--- config.mk ---
export PLATFORM = sky130hd
export DESIGN_NAME = comment_skipping_tokenizer
export DESIGN_NICKNAME = d
export VERILOG_FILES = /design/src/rtl/cst_pkg.sv /design/src/rtl/cst_scan.sv /design/src/rtl/cst_fifo.sv /design/src/rtl/comment_skipping_tokenizer.sv
export VERILOG_INCLUDE_DIRS = /design/src /design/src/rtl
export SDC_FILE = /design/constraint.sdc
export NUM_CORES = 1
export LEC_CHECK = 0
export BUFFER_PORTS_ARGS = -buffer_cell sky130_fd_sc_hd__clkbuf_2
export CAP_MARGIN = 25
export CORE_MARGIN = 2
export CORE_UTILIZATION = 40
export CTS_CLUSTER_SIZE = 16
export DETAILED_ROUTE_END_ITERATION = 12
export GPL_TIMING_DRIVEN = 1
export PLACE_DENSITY_LB_ADDON = 0.3
export SLEW_MARGIN = 10
export SYNTH_ARGS = -nofsm -noshare
export SYNTH_HDL_FRONTEND = slang
export SYNTH_SLANG_ARGS = --single-unit
--- constraint.sdc ---
create_clock -name clk -period 8 [get_ports clk]
set_input_delay 0.4 -clock clk [delete_from_list [all_inputs] [get_ports clk]]
set_output_delay 0.4 -clock clk [all_outputs]
set_load 0.01 [all_outputs]
--- src/rtl/comment_skipping_tokenizer_assert.svh ---
// Assertion macros shared by the comment-skipping tokenizer RTL.
// Included by modules that carry concurrent checks; no other dependencies.
`ifndef COMMENT_SKIPPING_TOKENIZER_ASSERT_SVH
`define COMMENT_SKIPPING_TOKENIZER_ASSERT_SVH

// Condition must hold at every clock edge outside reset.
`define CST_ASSERT_ALWAYS(lbl, clk_s, rstn_s, expr) \
  lbl: assert property (@(posedge clk_s) disable iff (!rstn_s) (expr)) \
    else $error("assertion failed: lbl");

// Antecedent this cycle implies consequent in the next cycle.
`define CST_ASSERT_NEXT(lbl, clk_s, rstn_s, pre, post) \
  lbl: assert property (@(posedge clk_s) disable iff (!rstn_s) (pre) |=> (post)) \
    else $error("assertion failed: lbl");

`endif

--- src/rtl/cst_pkg.sv ---
// Package for the comment-skipping tokenizer: scan modes, byte codes,
// result types and the helpers that build results. No dependencies.
`default_nettype none

package cst_pkg;

  localparam int MAX_TOKEN = 256;
  localparam int LEN_W     = $clog2(MAX_TOKEN);
  localparam logic [LEN_W-1:0] TOK_LIMIT = LEN_W'(MAX_TOKEN - 1);

  // Result queue depth; must be a power of two and at least 2.
  localparam int RQ_DEPTH = 4;
  localparam int PTR_W    = $clog2(RQ_DEPTH);
  localparam int CNT_W    = $clog2(RQ_DEPTH + 1);

  localparam logic [7:0] CH_NUL   = 8'h00;
  localparam logic [7:0] CH_SPACE = 8'h20;
  localparam logic [7:0] CH_SLASH = 8'h2F;
  localparam logic [7:0] CH_STAR  = 8'h2A;
  localparam logic [7:0] CH_LF    = 8'h0A;
  localparam logic [7:0] CH_CR    = 8'h0D;
  localparam logic [7:0] CH_QUOTE = 8'h22;

  typedef enum logic [2:0] {
    MODE_SKIP   = 3'd0,
    MODE_WORD   = 3'd1,
    MODE_QUOTED = 3'd2,
    MODE_LINE   = 3'd3,
    MODE_BLOCK  = 3'd4,
    MODE_STAR   = 3'd5
  } mode_t;

  typedef struct packed {
    logic [7:0] data;
    logic       byte_valid;
    logic       token_end;
    logic       was_quoted;
    logic       text_end;
  } res_t;

  // Up to two results produced by one text byte.
  typedef struct packed {
    res_t       r0;
    res_t       r1;
    logic [1:0] cnt;
  } step_t;

  function automatic res_t mk_byte(input logic [7:0] c);
    res_t r;
    r            = '0;
    r.data       = c;
    r.byte_valid = 1'b1;
    return r;
  endfunction

  function automatic res_t mk_end(input logic quoted, input logic tx);
    res_t r;
    r            = '0;
    r.token_end  = 1'b1;
    r.was_quoted = quoted;
    r.text_end   = tx;
    return r;
  endfunction

  function automatic res_t mk_text();
    res_t r;
    r          = '0;
    r.text_end = 1'b1;
    return r;
  endfunction

  function automatic step_t push(input step_t s, input res_t r);
    step_t o;
    o = s;
    if (s.cnt == 2'd0) begin
      o.r0 = r;
    end else begin
      o.r1 = r;
    end
    o.cnt = s.cnt + 2'd1;
    return o;
  endfunction

endpackage

`default_nettype wire

--- src/rtl/cst_scan.sv ---
// Scanner core: mode, held slash and token length registers plus the
// per-byte next-state and result logic. Depends on cst_pkg.
`default_nettype none

`include "comment_skipping_tokenizer_assert.svh"

module cst_scan (
  input  wire logic          clk,
  input  wire logic          rst_n,
  input  wire logic          step_en,
  input  wire logic [7:0]    char_byte,
  output cst_pkg::step_t     step
);
  import cst_pkg::*;

  mode_t            mode_r, mode_nxt;
  logic             slash_r, slash_nxt;
  logic [LEN_W-1:0] len_r, len_nxt;

  always_comb begin
    logic       do_slash;
    logic       do_word;
    logic       do_tok;
    logic       is_ws;
    step_t      s;
    logic [7:0] c;

    c         = char_byte;
    is_ws     = (c != CH_NUL) && (c <= CH_SPACE);
    do_slash  = 1'b0;
    do_word   = 1'b0;
    do_tok    = 1'b0;
    s         = '0;
    mode_nxt  = mode_r;
    slash_nxt = slash_r;
    len_nxt   = len_r;

    case (mode_r)
      MODE_WORD: begin
        if (slash_r) begin
          slash_nxt = 1'b0;
          if (c == CH_SLASH || c == CH_STAR) begin
            mode_nxt = (c == CH_SLASH) ? MODE_LINE : MODE_BLOCK;
            len_nxt  = '0;
            s        = push(s, mk_end(1'b0, 1'b0));
          end else begin
            do_slash = 1'b1;
            do_word  = 1'b1;
          end
        end else begin
          do_word = 1'b1;
        end
      end
      MODE_QUOTED: begin
        if (c == CH_NUL) begin
          mode_nxt = MODE_SKIP;
          len_nxt  = '0;
          s        = push(s, mk_end(1'b1, 1'b1));
        end else if (c == CH_QUOTE) begin
          mode_nxt = MODE_SKIP;
          len_nxt  = '0;
          s        = push(s, mk_end(1'b1, 1'b0));
        end else begin
          do_tok = 1'b1;
        end
      end
      MODE_LINE: begin
        if (c == CH_NUL) begin
          mode_nxt = MODE_SKIP;
          len_nxt  = '0;
          s        = push(s, mk_text());
        end else if (c == CH_LF || c == CH_CR) begin
          mode_nxt = MODE_SKIP;
        end
      end
      MODE_BLOCK, MODE_STAR: begin
        if (c == CH_NUL) begin
          mode_nxt = MODE_SKIP;
          len_nxt  = '0;
          s        = push(s, mk_text());
        end else if (mode_r == MODE_STAR && c == CH_SLASH) begin
          mode_nxt = MODE_SKIP;
        end else begin
          mode_nxt = (c == CH_STAR) ? MODE_STAR : MODE_BLOCK;
        end
      end
      default: begin
        // between tokens; unused codes land here too
        mode_nxt = MODE_SKIP;
        if (slash_r) begin
          slash_nxt = 1'b0;
          if (c == CH_SLASH) begin
            mode_nxt = MODE_LINE;
          end else if (c == CH_STAR) begin
            mode_nxt = MODE_BLOCK;
          end else begin
            mode_nxt = MODE_WORD;
            len_nxt  = '0;
            do_slash = 1'b1;
            do_word  = 1'b1;
          end
        end else if (c == CH_NUL) begin
          len_nxt = '0;
          s       = push(s, mk_text());
        end else if (is_ws) begin
          mode_nxt = MODE_SKIP;
        end else if (c == CH_SLASH) begin
          slash_nxt = 1'b1;
        end else begin
          len_nxt = '0;
          if (c == CH_QUOTE) begin
            mode_nxt = MODE_QUOTED;
          end else begin
            mode_nxt = MODE_WORD;
            do_tok   = 1'b1;
          end
        end
      end
    endcase

    // a held slash that opened no comment becomes the word's next byte
    if (do_slash && len_nxt < TOK_LIMIT) begin
      len_nxt = LEN_W'(len_nxt + 1'b1);
      s       = push(s, mk_byte(CH_SLASH));
    end

    if (do_word) begin
      if (c == CH_NUL || is_ws) begin
        mode_nxt  = MODE_SKIP;
        slash_nxt = 1'b0;
        len_nxt   = '0;
        s         = push(s, mk_end(1'b0, c == CH_NUL));
      end else if (c == CH_SLASH) begin
        slash_nxt = 1'b1;
      end else begin
        do_tok = 1'b1;
      end
    end

    if (do_tok && len_nxt < TOK_LIMIT) begin
      len_nxt = LEN_W'(len_nxt + 1'b1);
      s       = push(s, mk_byte(c));
    end

    step = s;
  end

  always_ff @(posedge clk) begin
    if (!rst_n) begin
      mode_r  <= MODE_SKIP;
      slash_r <= 1'b0;
      len_r   <= '0;
    end else if (step_en) begin
      mode_r  <= mode_nxt;
      slash_r <= slash_nxt;
      len_r   <= len_nxt;
    end
  end

  `CST_ASSERT_ALWAYS(a_slash_mode, clk, rst_n,
    !slash_r || mode_r == MODE_WORD || mode_r == MODE_SKIP)
  `CST_ASSERT_ALWAYS(a_pair_leads_byte, clk, rst_n,
    step.cnt != 2'd2 || (step.r0.byte_valid && step.r0.data == CH_SLASH))

endmodule

`default_nettype wire

--- src/rtl/cst_fifo.sv ---
// Result queue: small register FIFO taking up to two results per cycle
// and giving one. Depends on cst_pkg.
`default_nettype none

`include "comment_skipping_tokenizer_assert.svh"

module cst_fifo (
  input  wire logic          clk,
  input  wire logic          rst_n,
  input  wire cst_pkg::step_t push_step,
  input  wire logic          push_en,
  input  wire logic          pop,
  output cst_pkg::res_t      head,
  output logic               not_empty,
  output logic               room2
);
  import cst_pkg::*;

  res_t             mem [RQ_DEPTH];
  logic [PTR_W-1:0] wr_ptr_r, wr_ptr_nxt;
  logic [PTR_W-1:0] rd_ptr_r, rd_ptr_nxt;
  logic [CNT_W-1:0] cnt_r, cnt_nxt;
  logic [1:0]       push_cnt;
  logic [PTR_W-1:0] wr_ptr_p1;

  assign push_cnt   = push_en ? push_step.cnt : 2'd0;
  assign wr_ptr_p1  = PTR_W'(wr_ptr_r + 1'b1);
  assign wr_ptr_nxt = PTR_W'(wr_ptr_r + push_cnt);
  assign rd_ptr_nxt = pop ? PTR_W'(rd_ptr_r + 1'b1) : rd_ptr_r;
  assign cnt_nxt    = CNT_W'(cnt_r + CNT_W'(push_cnt) - CNT_W'(pop));

  assign head      = mem[rd_ptr_r];
  assign not_empty = (cnt_r != '0);
  assign room2     = (cnt_r <= CNT_W'(RQ_DEPTH - 2));

  always_ff @(posedge clk) begin
    if (push_cnt != 2'd0) begin
      mem[wr_ptr_r] <= push_step.r0;
    end
    if (push_cnt == 2'd2) begin
      mem[wr_ptr_p1] <= push_step.r1;
    end
  end

  always_ff @(posedge clk) begin
    if (!rst_n) begin
      wr_ptr_r <= '0;
      rd_ptr_r <= '0;
      cnt_r    <= '0;
    end else begin
      wr_ptr_r <= wr_ptr_nxt;
      rd_ptr_r <= rd_ptr_nxt;
      cnt_r    <= cnt_nxt;
    end
  end

  `CST_ASSERT_ALWAYS(a_cnt_bound, clk, rst_n, cnt_r <= CNT_W'(RQ_DEPTH))
  `CST_ASSERT_ALWAYS(a_no_overflow, clk, rst_n,
    (CNT_W'(push_cnt) + cnt_r) <= CNT_W'(RQ_DEPTH))
  `CST_ASSERT_NEXT(a_ptr_track, clk, rst_n, 1'b1,
    PTR_W'(wr_ptr_r - rd_ptr_r) == PTR_W'(cnt_r))

endmodule

`default_nettype wire

--- src/rtl/comment_skipping_tokenizer.sv ---
// Top level of the comment-skipping tokenizer: input register, scanner core
// and result queue. Depends on cst_pkg, cst_scan and cst_fifo.
// A result passes through the input register and the result queue to the output.
// Throughput: one text byte per cycle while the queue has room for two results;
// one result per cycle leaves while out_tready is high; a byte yielding two results
// (a held slash that turns into a word byte) is absorbed by the four-entry queue.
// Reset (synchronous, rst_n low): scanner returns between tokens, queue empties.
`default_nettype none

module comment_skipping_tokenizer (
  input  wire logic       clk,
  input  wire logic       rst_n,
  input  wire logic       in_tvalid,
  output logic            in_tready,
  input  wire logic [7:0] in_tdata,   // [7:0] char_byte
  output logic            out_tvalid,
  input  wire logic       out_tready,
  output logic [7:0]      out_tdata,  // [7:0] out_byte
  output logic            out_tlast,  // token_end
  output logic [2:0]      out_tuser   // [0] byte_valid, [1] was_quoted, [2] text_end
);
  import cst_pkg::*;

  logic       in_vld_r, in_vld_nxt;
  logic [7:0] char_r;
  logic       in_take;
  logic       step_fire;
  logic       room2;
  logic       q_not_empty;
  logic       pop;
  step_t      step;
  res_t       head;

  assign step_fire = in_vld_r && room2;
  assign in_tready = !in_vld_r || step_fire;
  assign in_take   = in_tvalid && in_tready;
  assign in_vld_nxt = in_take ? 1'b1 : (step_fire ? 1'b0 : in_vld_r);

  always_ff @(posedge clk) begin
    if (!rst_n) begin
      in_vld_r <= 1'b0;
    end else begin
      in_vld_r <= in_vld_nxt;
    end
  end

  always_ff @(posedge clk) begin
    if (in_take) begin
      char_r <= in_tdata;
    end
  end

  cst_scan u_scan (
    .clk       (clk),
    .rst_n     (rst_n),
    .step_en   (step_fire),
    .char_byte (char_r),
    .step      (step)
  );

  cst_fifo u_fifo (
    .clk       (clk),
    .rst_n     (rst_n),
    .push_step (step),
    .push_en   (step_fire),
    .pop       (pop),
    .head      (head),
    .not_empty (q_not_empty),
    .room2     (room2)
  );

  assign pop        = q_not_empty && out_tready;
  assign out_tvalid = q_not_empty;
  assign out_tdata  = head.data;
  assign out_tlast  = head.token_end;
  assign out_tuser  = {head.text_end, head.was_quoted, head.byte_valid};

endmodule

`default_nettype wire
# After elaboration in Yosys (flattened, before gate mapping)
# Memories as Yosys holds them, arrays and structs flattened. A register that Yosys moved wholly into a read port is not among the register bits.
# Index checks and enable logic that the tools add are counted.
[totals]
regBits = 28
mem_bits_rw = 48
word_cells = 146
mem_count = 1
[memory_table]
columns = ["memory", "depth", "word_bits", "read_ports", "rd_ports_with_merged_regs", "wr", "line_no", "source"]
rows = [
  ["u_fifo.mem", 4, 12, 1, 1, 2, "cst_fifo.sv:19", "res_t mem [RQ_DEPTH];"],
]
[op_classes]
addsub = 10
magnitude_cmp = 4
n_eq_ne = 11
mux = 88
reduce_logical = 24
[ops]
columns = ["op", "count"]
rows = [
  ["$mux 26", 6],
  ["$mux 8", 15],
  ["$pmux 26 s3", 1],
  ["$mux 12", 6],
  ["$mux 3", 17],
  ["$mux 17", 2],
  ["$mux 15", 2],
  ["$mux 1", 29],
  ["$eq 8x6->1 const B", 3],
  ["$pmux 8 s3", 1],
  ["$add 8x1->8 const B", 2],
  ["$eq 8x4->1 const B", 2],
  ["$lt 8x8->1 const B", 2],
  ["$pmux 3 s4", 1],
  ["$add 2x1->2 const B", 5],
  ["$le 8x6->1 const B", 1],
  ["$logic_not 8->1", 1],
  ["$mux 2", 4],
  ["$pmux 1 s2", 4],
  ["$reduce_bool 8->1", 1],
  ["$reduce_or 4->1", 2],
  ["$logic_and 1x1->1", 7],
  ["$eq 3x2->1 const B", 2],
  ["$eq 3x3->1 const B", 2],
  ["13 further kinds", 19],
]

# Depth between registers and ports, before layout
# Gate-level depths: netlist of the first run.
[depth]
word_depth = 20
mapped_depth = 27

# Hierarchy
# Synthesis of the first run repeated with hierarchy kept, for this count alone.
[hier_totals]
hier_cells = 458
hier_area_um2 = 5088.6
[modules_own_cells]
columns = ["module", "instances", "cells_each", "area_each_um2"]
rows = [
  ["cst_fifo", 1, 170, 2847.7],
  ["cst_scan", 1, 273, 1929.4],
  ["comment_skipping_tokenizer", 1, 15, 311.5],
]

# Worst setup path before layout of the first run
# No wires, ideal clock.
[synth_timing]
path_kind = "register to register"
from = "reg char_r[4]"
to = "reg u_fifo.cnt_r[2]"
setup_ns = 0.128
arrival_time_ns = 5.436
required_ns = 7.872
path_slack_ns = 2.437
path_stages_with_launch = 28
path_buffers = 4
synth_period_minus_slack_ns = 5.563
cell_sequence = "edfxtp_1 > clkbuf_2 > nor4b_4 > and4_1 > or2_2 > o21a_2 > and2_1 > ha_1 > nand4_1 > nor2_1 > nand2_1 > nand2_1 > a32oi_1 > nor2_1 > ha_1 > o41ai_1 > a2111oi_2 > a31oi_4 > buf_6 > buf_4 > clkbuf_1 > o21ai_0 > nand2_1 > ha_1 > fa_1 > xnor2_1 > xnor2_1 > nor2_1"
[synth_between]
elab_chain_cells = 17
elab_cells_between_ends = 64
classes_between = "6 x add/sub; 3 x order compare; 3 x eq/ne; 45 x mux; 7 x reduce/logical"
[synth_lines]
columns = ["element", "line_no", "source"]
rows = [
  ["start, declared", "comment_skipping_tokenizer.sv:25", "logic [7:0] char_r;"],
  ["start signal, assigned", "comment_skipping_tokenizer.sv:49", "char_r <= in_tdata;"],
  ["$le 8x6->1 (tied with other cells)", "cst_scan.sv:29", "is_ws = (c != CH_NUL) && (c <= CH_SPACE);"],
  ["$logic_and 1x1->1 / $mux 8 (equally long branches)", "cst_scan.sv:29, cst_scan.sv:107", ""],
  ["$mux 8", "cst_scan.sv:105", "end else if (is_ws) begin"],
  ["$mux 8", "cst_scan.sv:102", "end else if (c == CH_NUL) begin"],
  ["$mux 8", "cst_scan.sv:90", "if (slash_r) begin"],
  ["$pmux 8 s3", "cst_scan.sv:38", "case (mode_r)"],
  ["$lt 8x8->1", "cst_scan.sv:122", "if (do_slash && len_nxt < TOK_LIMIT) begin"],
  ["$logic_and 1x1->1", "cst_scan.sv:122", ""],
  ["$mux 26 / $mux 8 (equally long branches)", "cst_scan.sv:122", ""],
  ["$add 2x1->2 / $mux 8 (equally long branches)", "cst_pkg.sv:80, cst_scan.sv:128", ""],
  ["$mux 26 / $mux 8 (equally long branches)", "cst_scan.sv:128, cst_scan.sv:127", ""],
  ["$mux 26 / $lt 8x8->1 (equally long branches)", "cst_scan.sv:127, cst_scan.sv:140", ""],
  ["$add 2x1->2 / $logic_and 1x1->1 (equally long branches)", "cst_pkg.sv:80, cst_scan.sv:140", ""],
  ["$mux 26 (*)", "cst_scan.sv:140", "if (do_tok && len_nxt < TOK_LIMIT) begin"],
  ["$mux 2 (*)", "cst_fifo.sv:26", "assign push_cnt = push_en ? push_step.cnt : 2'd0;"],
  ["$add 3x2->3 (*)", "cst_fifo.sv:30", "assign cnt_nxt = CNT_W'(cnt_r + CNT_W'(push_cnt) - CNT_W'(pop));"],
  ["$sub 3x1->3 (*)", "cst_fifo.sv:30", ""],
  ["end signal, assigned", "cst_fifo.sv:53", "cnt_r <= cnt_nxt;"],
  ["end, declared", "cst_fifo.sv:22", "logic [CNT_W-1:0] cnt_r, cnt_nxt;"],
]
# Every way passes the cells marked *; elsewhere a longest branch is shown, timed or not.
# A chain may end at the register's enable or synchronous reset.

# Worst setup path after layout of the first run
# Same ends and word-level chain as after synthesis.

==> results.toml, run 1 <==
[run_status]
outcome = "finished, final reports clean"

[synth]
syn-instance-count = 485
synth_cell_types = 74
yosys-top-cells-area = "edfxtp_1 (32%), dfxtp_1 (11%), mux4_2 (5.6%)"
ys.warnings.count = 0
netlist_area_um2 = 4850
synth_nets = 507
ys_seq_area_frac = 0.429
synth_edf_count = 52
syn_avg_cell_area_um2 = 10.0
yosysTopAreaCell = "edfxtp_1"
synth_top_area_frac = 0.322
synth_ff_type = "edfxtp_1"
synth.ff_latch_count = 78
ys_async_sr_fraction = 0

[layout]
seqCellArea_um2 = 2080
num_antenna_cells = 0
design_area_um2 = 5360
multi_input_area_um2 = 2600
final_cells = 649
syn2layout_area_growth_pct = 10.4
drive_gt1_frac = 0.155
layout.nets = 519
num-fill-cells = 1152

[cts]
cts_tree = "yes"
postCtsSetupBuffers = 0
cts_root_buffer = "clkbuf_16"
cts_sinks = 78
clock_latency_ns = 0.33
clock_path_buffers = 2
cts_resized = 0
numCtsBuffers = 9
cts.clk_slew.worst_paths_ns = 0.06
cts_max_level = 3
postCtsHoldBufs = 0

[sta]
tns_ns = 0
worst_slew_pin_slew_ns = 0.868
setup_viol = 0
maxSlewViolCount = 0
finClkSkew_ns = 0.00496
rsz0062_at_grt = "false"
min_period_over_period = 0.767
hold_viol = 0
slew_headroom = 0.421
finalCriticalPeriod_ns = 6.14
max_freq_mhz = 163

[floorplanning]
fp.dieH_um = 114
core_um2 = 11900
fp.dieW_um = 114
io_pins = 26
start_util = 0.407
dieArea_um2 = 13000
rows = 40

[power_and_ir_drop]
leakagePower_nw = 1.87
ir_worst_vdd_mv = 0.0791
powerDensity_nw_per_um2 = 230

[global_routing]
grt_max_degree = 32
antenna_found_initial = 0
first_global_vias = 3692
grtUsageTotal = 0.186
grt_pass1_wl_um = 18800
globalRouteOverflowTotal = 0

[detailed_routing]
wirelength_um = 11300
wl_per_cell_um = 17.4
vias_per_cell = 5.90
drc_errors = 0
vias = 3831
drtIter0Drc = 276
antenna_left = 0
dr.pass1.iters = 7

[placement]
place_area_um2 = 5050
io_buffer_count = 25
place_hpwl_um = 8510
gp_congestion = 0.900
dp_cells = 633

[worst_setup_path]
startpoint = "char_r[4]"
cp.arrival_ns = 6.34
cp_cell_sequence = "nor4b_4 > and4_1 > or2_2 > o21a_2 > and2_1 > ha_1 > nand4_1 > nor2_1 > a21o_1 > o211ai_1 > a32oi_1 > nor2_1 > ha_1 > o41ai_1 > a2111oi_2 > a31oi_4 > nand2_1 > o21ai_0 > nand2_1 > ha_1 > fa_1 > xnor2_1 > xnor2_1 > nor2_1"
rr_startpoint = "char_r[4]"
critPathKind = "reg2reg"
startpoint_type = "flip-flop"
critPathRequiredTime_ns = 8.20
path_delay_family = "simple AND/OR/NAND/NOR gates"
worstPathMaxFanout = 31
cpPeakStageDelay_ns = 0.74
cp-end-kind = "flip-flop"
cp_num_buf_inv = 0
slowest_stage = "a31oi_4"

[hold_path]
min_path_type = "in2reg"
min_from = "in_tdata[2]"

[job]
cap_violations = 0
stage by stage:
step / setup slack (ns) / power, mW / hold slack, ns / utilization
finish: 1.86 / 1.23 / 0.242 / 0.450
global route: 1.21 / 1.30 / 0.227 / 0.450
CTS: 1.87 / 1.25 / 0.225 / 0.450
detailed placement: 1.90 / 0.837 / 0.474 / 0.424
global placement: 2.05 / 0.833 / 0.468 / 0.424
floorplan: 2.44 / 0.761 / 0.438 / -
area by class of cell:
class | count | area share
Clock buffer | 11 | 0.0453
Multi-Input combinational cell | 366 | 0.485
Tap cell | 147 | 0.0343
Clock inverter | 5 | 0.0110
Sequential cell | 78 | 0.389
Inverter | 17 | 0.0119
Timing Repair Buffer | 25 | 0.0234
per-layer routing:
layer,share of wire,GRT usage
met2,0.48,0.308
met5,0,0
met1,0.44,0.235
met3,0.054,0.0487
met4,0.028,0.0715
logic make-up after synthesis:
| group | share of synthesized area |
|---|---|
| simple gates | 0.204 |
| compound gates | 0.193 |
| flops | 0.429 |
| buf+inv | 0.0348 |
| mux | 0.0756 |
| xor+xnor | 0.0364 |
| fa+ha+maj | 0.0273 |
synth_stat cells, types with 3 or more instances:
library cell	n
nor3_1	8
nor2b_1	4
nand4_1	8
and3_1	24
inv_1	17
or3_1	7
xnor2_1	14
o211ai_1	5
clkbuf_1	17
a211oi_1	3
nand2_1	45
o21ai_0	35
and4_1	3
nor2_1	33
nand2_2	4
xor2_1	3
dfxtp_1	26
o21ai_1	4
or2_2	3
edfxtp_1	52
a31oi_1	3
o22ai_1	21
mux2i_1	6
a2bb2oi_1	6
mux4_2	12
a21oi_1	21
ha_1	9
a21boi_0	4
nand3_1	20
and2_1	13
placed cells by master (no fill, tap or decap), types with 3 or more instances in the layout:
cell and count:
edfxtp_1 52, ha_1 9, nand4_1 8, a21oi_1 21
and2_1 13, xnor2_1 14, or2_2 3, inv_1 17
o22ai_1 21, dfxtp_1 26, nand2_2 4, a2bb2oi_1 6
xor2_1 3, o21ai_1 4, o21ai_0 35, nor2b_1 4
mux2i_1 6, a31oi_1 3, a21boi_0 4, nand3_1 20
or3_1 7, clkbuf_16 9, and4_1 3, mux4_2 12
and3_1 24, nor2_1 33, o211ai_1 5, a211oi_1 3
clkbuf_2 25, nand2_1 45, nor3_1 8
worst paths after layout:
| check | endpoint | slack, ns | cells past startpoint |
|---|---|---|---|
| hold reg to reg | u_fifo.mem[2][1] | 0.48 | 2 |
| setup / recovery | u_fifo.cnt_r[2] | 1.86 | 24 |
| hold / removal | char_r[2] | 0.24 | 1 |
| setup reg to reg | u_fifo.cnt_r[2] | 1.86 | 24 |
flip-flops by register name, summed over array words and instances (netlist names), named ones only:
register and count:
char_r 8, u_fifo.cnt_r 3, u_scan.mode_r 3, u_scan.slash_r 1, in_vld_r 1, u_fifo.mem 48, u_fifo.rd_ptr_r 2, u_fifo.wr_ptr_r 2
u_scan.len_r 8
where the power goes:
part	internal [mW]	switching [mW]
registers	0.466	0.0497
logic	0.140	0.171
clock network	0.250	0.157
(Power assumes the default switching activity.)
==> run 2: changes to the inputs <==
==> constraint.sdc (replaced) <==
create_clock -name clk -period 5.5 [get_ports clk]
set_input_delay 0.275 -clock clk [delete_from_list [all_inputs] [get_ports clk]]
set_output_delay 0.275 -clock clk [all_outputs]
set_load 0.01 [all_outputs]
==> results.toml, run 2 (same netlist as run 1, synthesis figures left out) <==
[job]
cap_violations = 0

[detailed_routing]
wl_met3_um = 634
routed.top_layer = "met4"
wl_met2_um = 5920
drtIter0Drc = 380
wirelength_um = 12000
dr.pass1.iters = 5
wl_met1_um = 5090
antenna_left = 0
drc_errors = 0
vias_per_cell = 5.89
vias = 4014
wl_per_cell_um = 17.5

[worst_setup_path]
cp.arrival_ns = 5.38
worstPathMaxFanout = 8
critPathKind = "reg2reg"
path_delay_family = "compound AO/OA/AOI/OAI gates"
cp-end-kind = "flip-flop"
critPathRequiredTime_ns = 5.71
cpPeakStageDelay_ns = 0.46
cp_num_buf_inv = 2
slowest_stage = "a2111oi_2"
startpoint_type = "flip-flop"

[run_status]
outcome = "finished, final reports clean"

[placement]
gp_congestion = 0.951
place_area_um2 = 5210
place_ws_ns = -0.00383
place_hpwl_um = 8880
io_buffer_count = 25

[layout]
drive_gt1_frac = 0.228
largest_reg_flops = 48
final_common_cell = "edfxtp_1"
largest-register = "u_fifo.mem"
num_antenna_cells = 0
layout.nets = 552
top_regs = "u_fifo.mem (48), char_r (8), u_scan.len_r (8)"
syn2layout_area_growth_pct = 18.4
design_area_um2 = 5740
num-fill-cells = 1103
mostFrequentLayoutCells = "edfxtp_1 (52), nand2_1 (45), o21ai_0 (34)"

[sta]
finalCriticalPeriod_ns = 5.17
maxSlewViolCount = 0
hold_viol = 0
fin_hold_ws_ns = 0.0985
tns_ns = 0
slew_headroom = 0.458
worst_slew_pin_slew_ns = 0.812
min_period_over_period = 0.940
worst_slack_ns = 0.328
max_freq_mhz = 193
setup_viol = 0
finClkSkew_ns = 0.00991

[global_routing]
grt_max_degree = 23
first_global_vias = 3839
antenna_found_initial = 0
globalRouteOverflowTotal = 0
grt_pass1_wl_um = 19500
grtUsageTotal = 0.193

[cts]
cts_root_buffer = "clkbuf_16"
cts_max_level = 3
cts.clk_slew.worst_paths_ns = 0.06
clock_path_buffers = 2
cts_sinks = 78
postCtsHoldBufs = 0
numCtsBuffers = 9
clock_latency_ns = 0.35
cts_tree = "yes"

[hold_path]
min_path_type = "in2reg"

[power_and_ir_drop]
leakagePower_nw = 2.08
powerDensity_nw_per_um2 = 339
ir_worst_vdd_mv = 0.159

[floorplanning]
dieArea_um2 = 13000
rows = 40
fp.dieH_um = 114
fp.dieW_um = 114
start_util = 0.407
io_pins = 26
core_um2 = 11900
[run 2: cell count changes in the layout (fill, tap and decap cells not counted), moves of 2 or more]
cell	before	now
dfxtp_2	0	2
a21oi_2	1	3
ha_1	9	7
dfxtp_1	26	24
buf_12	0	2
buf_4	0	30
xnor2_1	14	12
bufinv_16	1	3
a21oi_1	21	19
[run 2: layout make-up]
class,count,area [µm²],share of cell area
sequential,78,2080,0.363
timing repair buffer,58,400,0.0697
multi-input combinational,366,2670,0.465
clock inverter,5,106,0.0185
clock buffer,11,233,0.0405
inverter,17,63.8,0.0111
tap,147,184,0.0320
[run 2: path summary, 6_finish.rpt]
check	slack (ns)	from	cells after the start	to
worst max-delay path	0.33	char_r[4]	25	u_fifo.cnt_r[2]
worst min-delay path	0.1	in_tdata[3]	1	char_r[3]
worst max register to register	0.33	char_r[4]	25	u_fifo.cnt_r[2]
worst min register to register	0.48	u_fifo.mem[3][1]	2	u_fifo.mem[3][1]
[run 2: power by group]
group          internal (mW)  total (mW)  leakage (nW)  switching, mW
logic                  0.245       0.521          1.17          0.276
registers              0.678       0.744         0.747         0.0663
clock network          0.445       0.682         0.160          0.237
[run 2: stage by stage]
step                cells  power, mW   util
global placement      650       1.24  0.437
floorplan             485       1.11      -
global route          682       2.05  0.482
finish                682       1.95  0.482
detailed placement    650       1.25  0.437
CTS                   667       1.93  0.466
[run 2: repair_timing]
action,in CTS,in global routing
setup endpoints to repair,1,74
pin swaps,1,6
setup buffers,1,15
resized for setup,0,15
[run 2: per-layer routing]
| metal | global-route usage | vias up |
|---|---|---|
| li1 | - | 1935 |
| met1 | 0.240 | 1920 |
| met3 | 0.0418 | 22 |
| met5 | 0 | - |
| met4 | 0.0846 | 0 |
| met2 | 0.323 | 137 |
==> run 3: changes to the inputs <==
--- a/config.mk
+++ b/config.mk
@@ -8,6 +8,7 @@
 export LEC_CHECK = 0
 export BUFFER_PORTS_ARGS = -buffer_cell sky130_fd_sc_hd__clkbuf_2
 export CAP_MARGIN = 25
+export CORE_ASPECT_RATIO = 0.7
 export CORE_MARGIN = 2
 export CORE_UTILIZATION = 40
 export CTS_CLUSTER_SIZE = 16
==> results.toml, run 3 (same netlist as run 1, synthesis figures left out) <==
[layout]
num-fill-cells = 1084
final_common_cell = "edfxtp_1"
syn2layout_area_growth_pct = 15.9
largest-register = "u_fifo.mem"
drive_gt1_frac = 0.226
largest_reg_flops = 48
mostFrequentLayoutCells = "edfxtp_1 (52), nand2_1 (44), o21ai_0 (34)"
num_antenna_cells = 0
layout.nets = 544
top_regs = "u_fifo.mem (48), char_r (8), u_scan.len_r (8)"

[detailed_routing]
drtIter0Drc = 424
drc_errors = 0
dr.pass1.iters = 5
wirelength_um = 12200
wl_per_cell_um = 17.8
vias = 4009
antenna_left = 0
vias_per_cell = 5.86

[worst_setup_path]
critPathRequiredTime_ns = 5.71
cp.arrival_ns = 5.47
cp-end-kind = "flip-flop"
startpoint_type = "flip-flop"
cpPeakStageDelay_ns = 0.54
cp_num_buf_inv = 1
path_delay_family = "compound AO/OA/AOI/OAI gates"
worstPathMaxFanout = 6
critPathKind = "reg2reg"
slowest_stage = "or4_1"
cp_cell_sequence = "buf_4 > or4_1 > o21bai_1 > a21oi_2 > o21a_2 > and2_1 > ha_2 > nand4_1 > nor2_2 > a21o_1 > o211ai_1 > a32oi_1 > nor2_1 > ha_2 > o41ai_1 > a2111oi_2 > a31oi_4 > o21ai_1 > nand2_1 > ha_4 > fa_1 > xnor2_2 > xnor2_1 > nor2_1"

[global_routing]
first_global_vias = 3692
grt_max_degree = 23
globalRouteOverflowTotal = 0
grt_pass1_wl_um = 19500
antenna_found_initial = 0
grtUsageTotal = 0.196

[sta]
hold_viol = 0
finalCriticalPeriod_ns = 5.26
maxSlewViolCount = 0
fin_hold_ws_ns = 0.102
setup_viol = 0
worst_slew_pin_slew_ns = 0.844
finClkSkew_ns = 0.00728
min_period_over_period = 0.956
slew_headroom = 0.437
max_freq_mhz = 190

[power_and_ir_drop]
ir_worst_vdd_mv = 0.178
total_power_mw = 1.82
powerDensity_nw_per_um2 = 324
leakagePower_nw = 2.01

[floorplanning]
dieArea_um2 = 13000
fp.dieH_um = 96.1
fp.dieW_um = 136
core_um2 = 11800
start_util = 0.412
io_pins = 26
rows = 33

[cts]
cts_sinks = 78
postCtsHoldBufs = 0
numCtsBuffers = 9
cts_root_buffer = "clkbuf_16"
clock_path_buffers = 2
clock_latency_ns = 0.34
cts.clk_slew.worst_paths_ns = 0.07
cts_tree = "yes"
cts_max_level = 3

[hold_path]
min_path_type = "in2reg"

[placement]
gp_congestion = 0.940
io_buffer_count = 25
place_hpwl_um = 9130

[job]
cap_violations = 0

[run_status]
outcome = "finished, final reports clean"
==> run 3: power by group <==
group          leakage (nW)  switching (mW)  internal (mW)
Sequential            0.747          0.0729          0.677
Combinational          1.13           0.276          0.233
Clock                 0.136           0.255          0.310
Total                  2.01           0.604           1.22
==> run 3: final timing paths <==
path / slack (ns) / end / cells after the start / from
worst min-delay path: 0.10 / char_r[2] / 1 / in_tdata[2]
worst max register to register: 0.24 / u_fifo.cnt_r[2] / 24 / char_r[0]
worst max-delay path: 0.24 / u_fifo.cnt_r[2] / 24 / char_r[0]
worst min register to register: 0.48 / u_fifo.mem[2][1] / 2 / u_fifo.mem[2][1]
==> run 3: per-stage QoR <==
stage          std cells  TNS, ns  area (µm²)  utilization  worst slack, ns
2_1_floorplan        485        0        4850            -           0.0121
3_3_place_gp         657        0        5190        0.441            0.259
3_5_place_dp         657        0        5190        0.441            0.135
4_1_cts              673        0        5470        0.465            0.106
5_1_grt              684   -0.182        5620        0.478          -0.0373
6_report             684        0        5620        0.478            0.241
==> run 3: worst register-to-register path, stage by stage (launching register included) <==
cell and delay [ns]:
edfxtp_1 0.44, buf_4 0.17, or4_1 0.54, o21bai_1 0.19
a21oi_2 0.10, o21a_2 0.25, and2_1 0.16, ha_2 0.22
nand4_1 0.12, nor2_2 0.07, a21o_1 0.18, o211ai_1 0.08
a32oi_1 0.12, nor2_1 0.21, ha_2 0.25, o41ai_1 0.10
a2111oi_2 0.45, a31oi_4 0.16, o21ai_1 0.15, nand2_1 0.11
ha_4 0.28, fa_1 0.46, xnor2_2 0.15, xnor2_1 0.13
nor2_1 0.05
==> run 3: what timing repair did <==
action                     4_1_cts  5_1_grt
buffers inserted                 0       11
hold endpoints to repair         0        0
resized for setup                0       15
setup endpoints to repair        0       71
==> run 3: cell type report <==
cell class,count,area [µm²],area share
Multi-Input combinational cell,366,2670,0.476
Clock inverter,7,56.3,0.0100
Inverter,17,63.8,0.0113
Tap cell,157,196,0.0349
Clock buffer,9,225,0.0401
Sequential cell,78,2080,0.370
Timing Repair Buffer,50,325,0.0579
==> run 3: routing by layer <==
layer / vias up / track usage / wire [µm]
met5: - / 0 / 0
met4: 0 / 0.0582 / 152
met3: 12 / 0.0369 / 965
met2: 154 / 0.286 / 5240
met1: 1923 / 0.295 / 5830
li1: 1920 / - / -
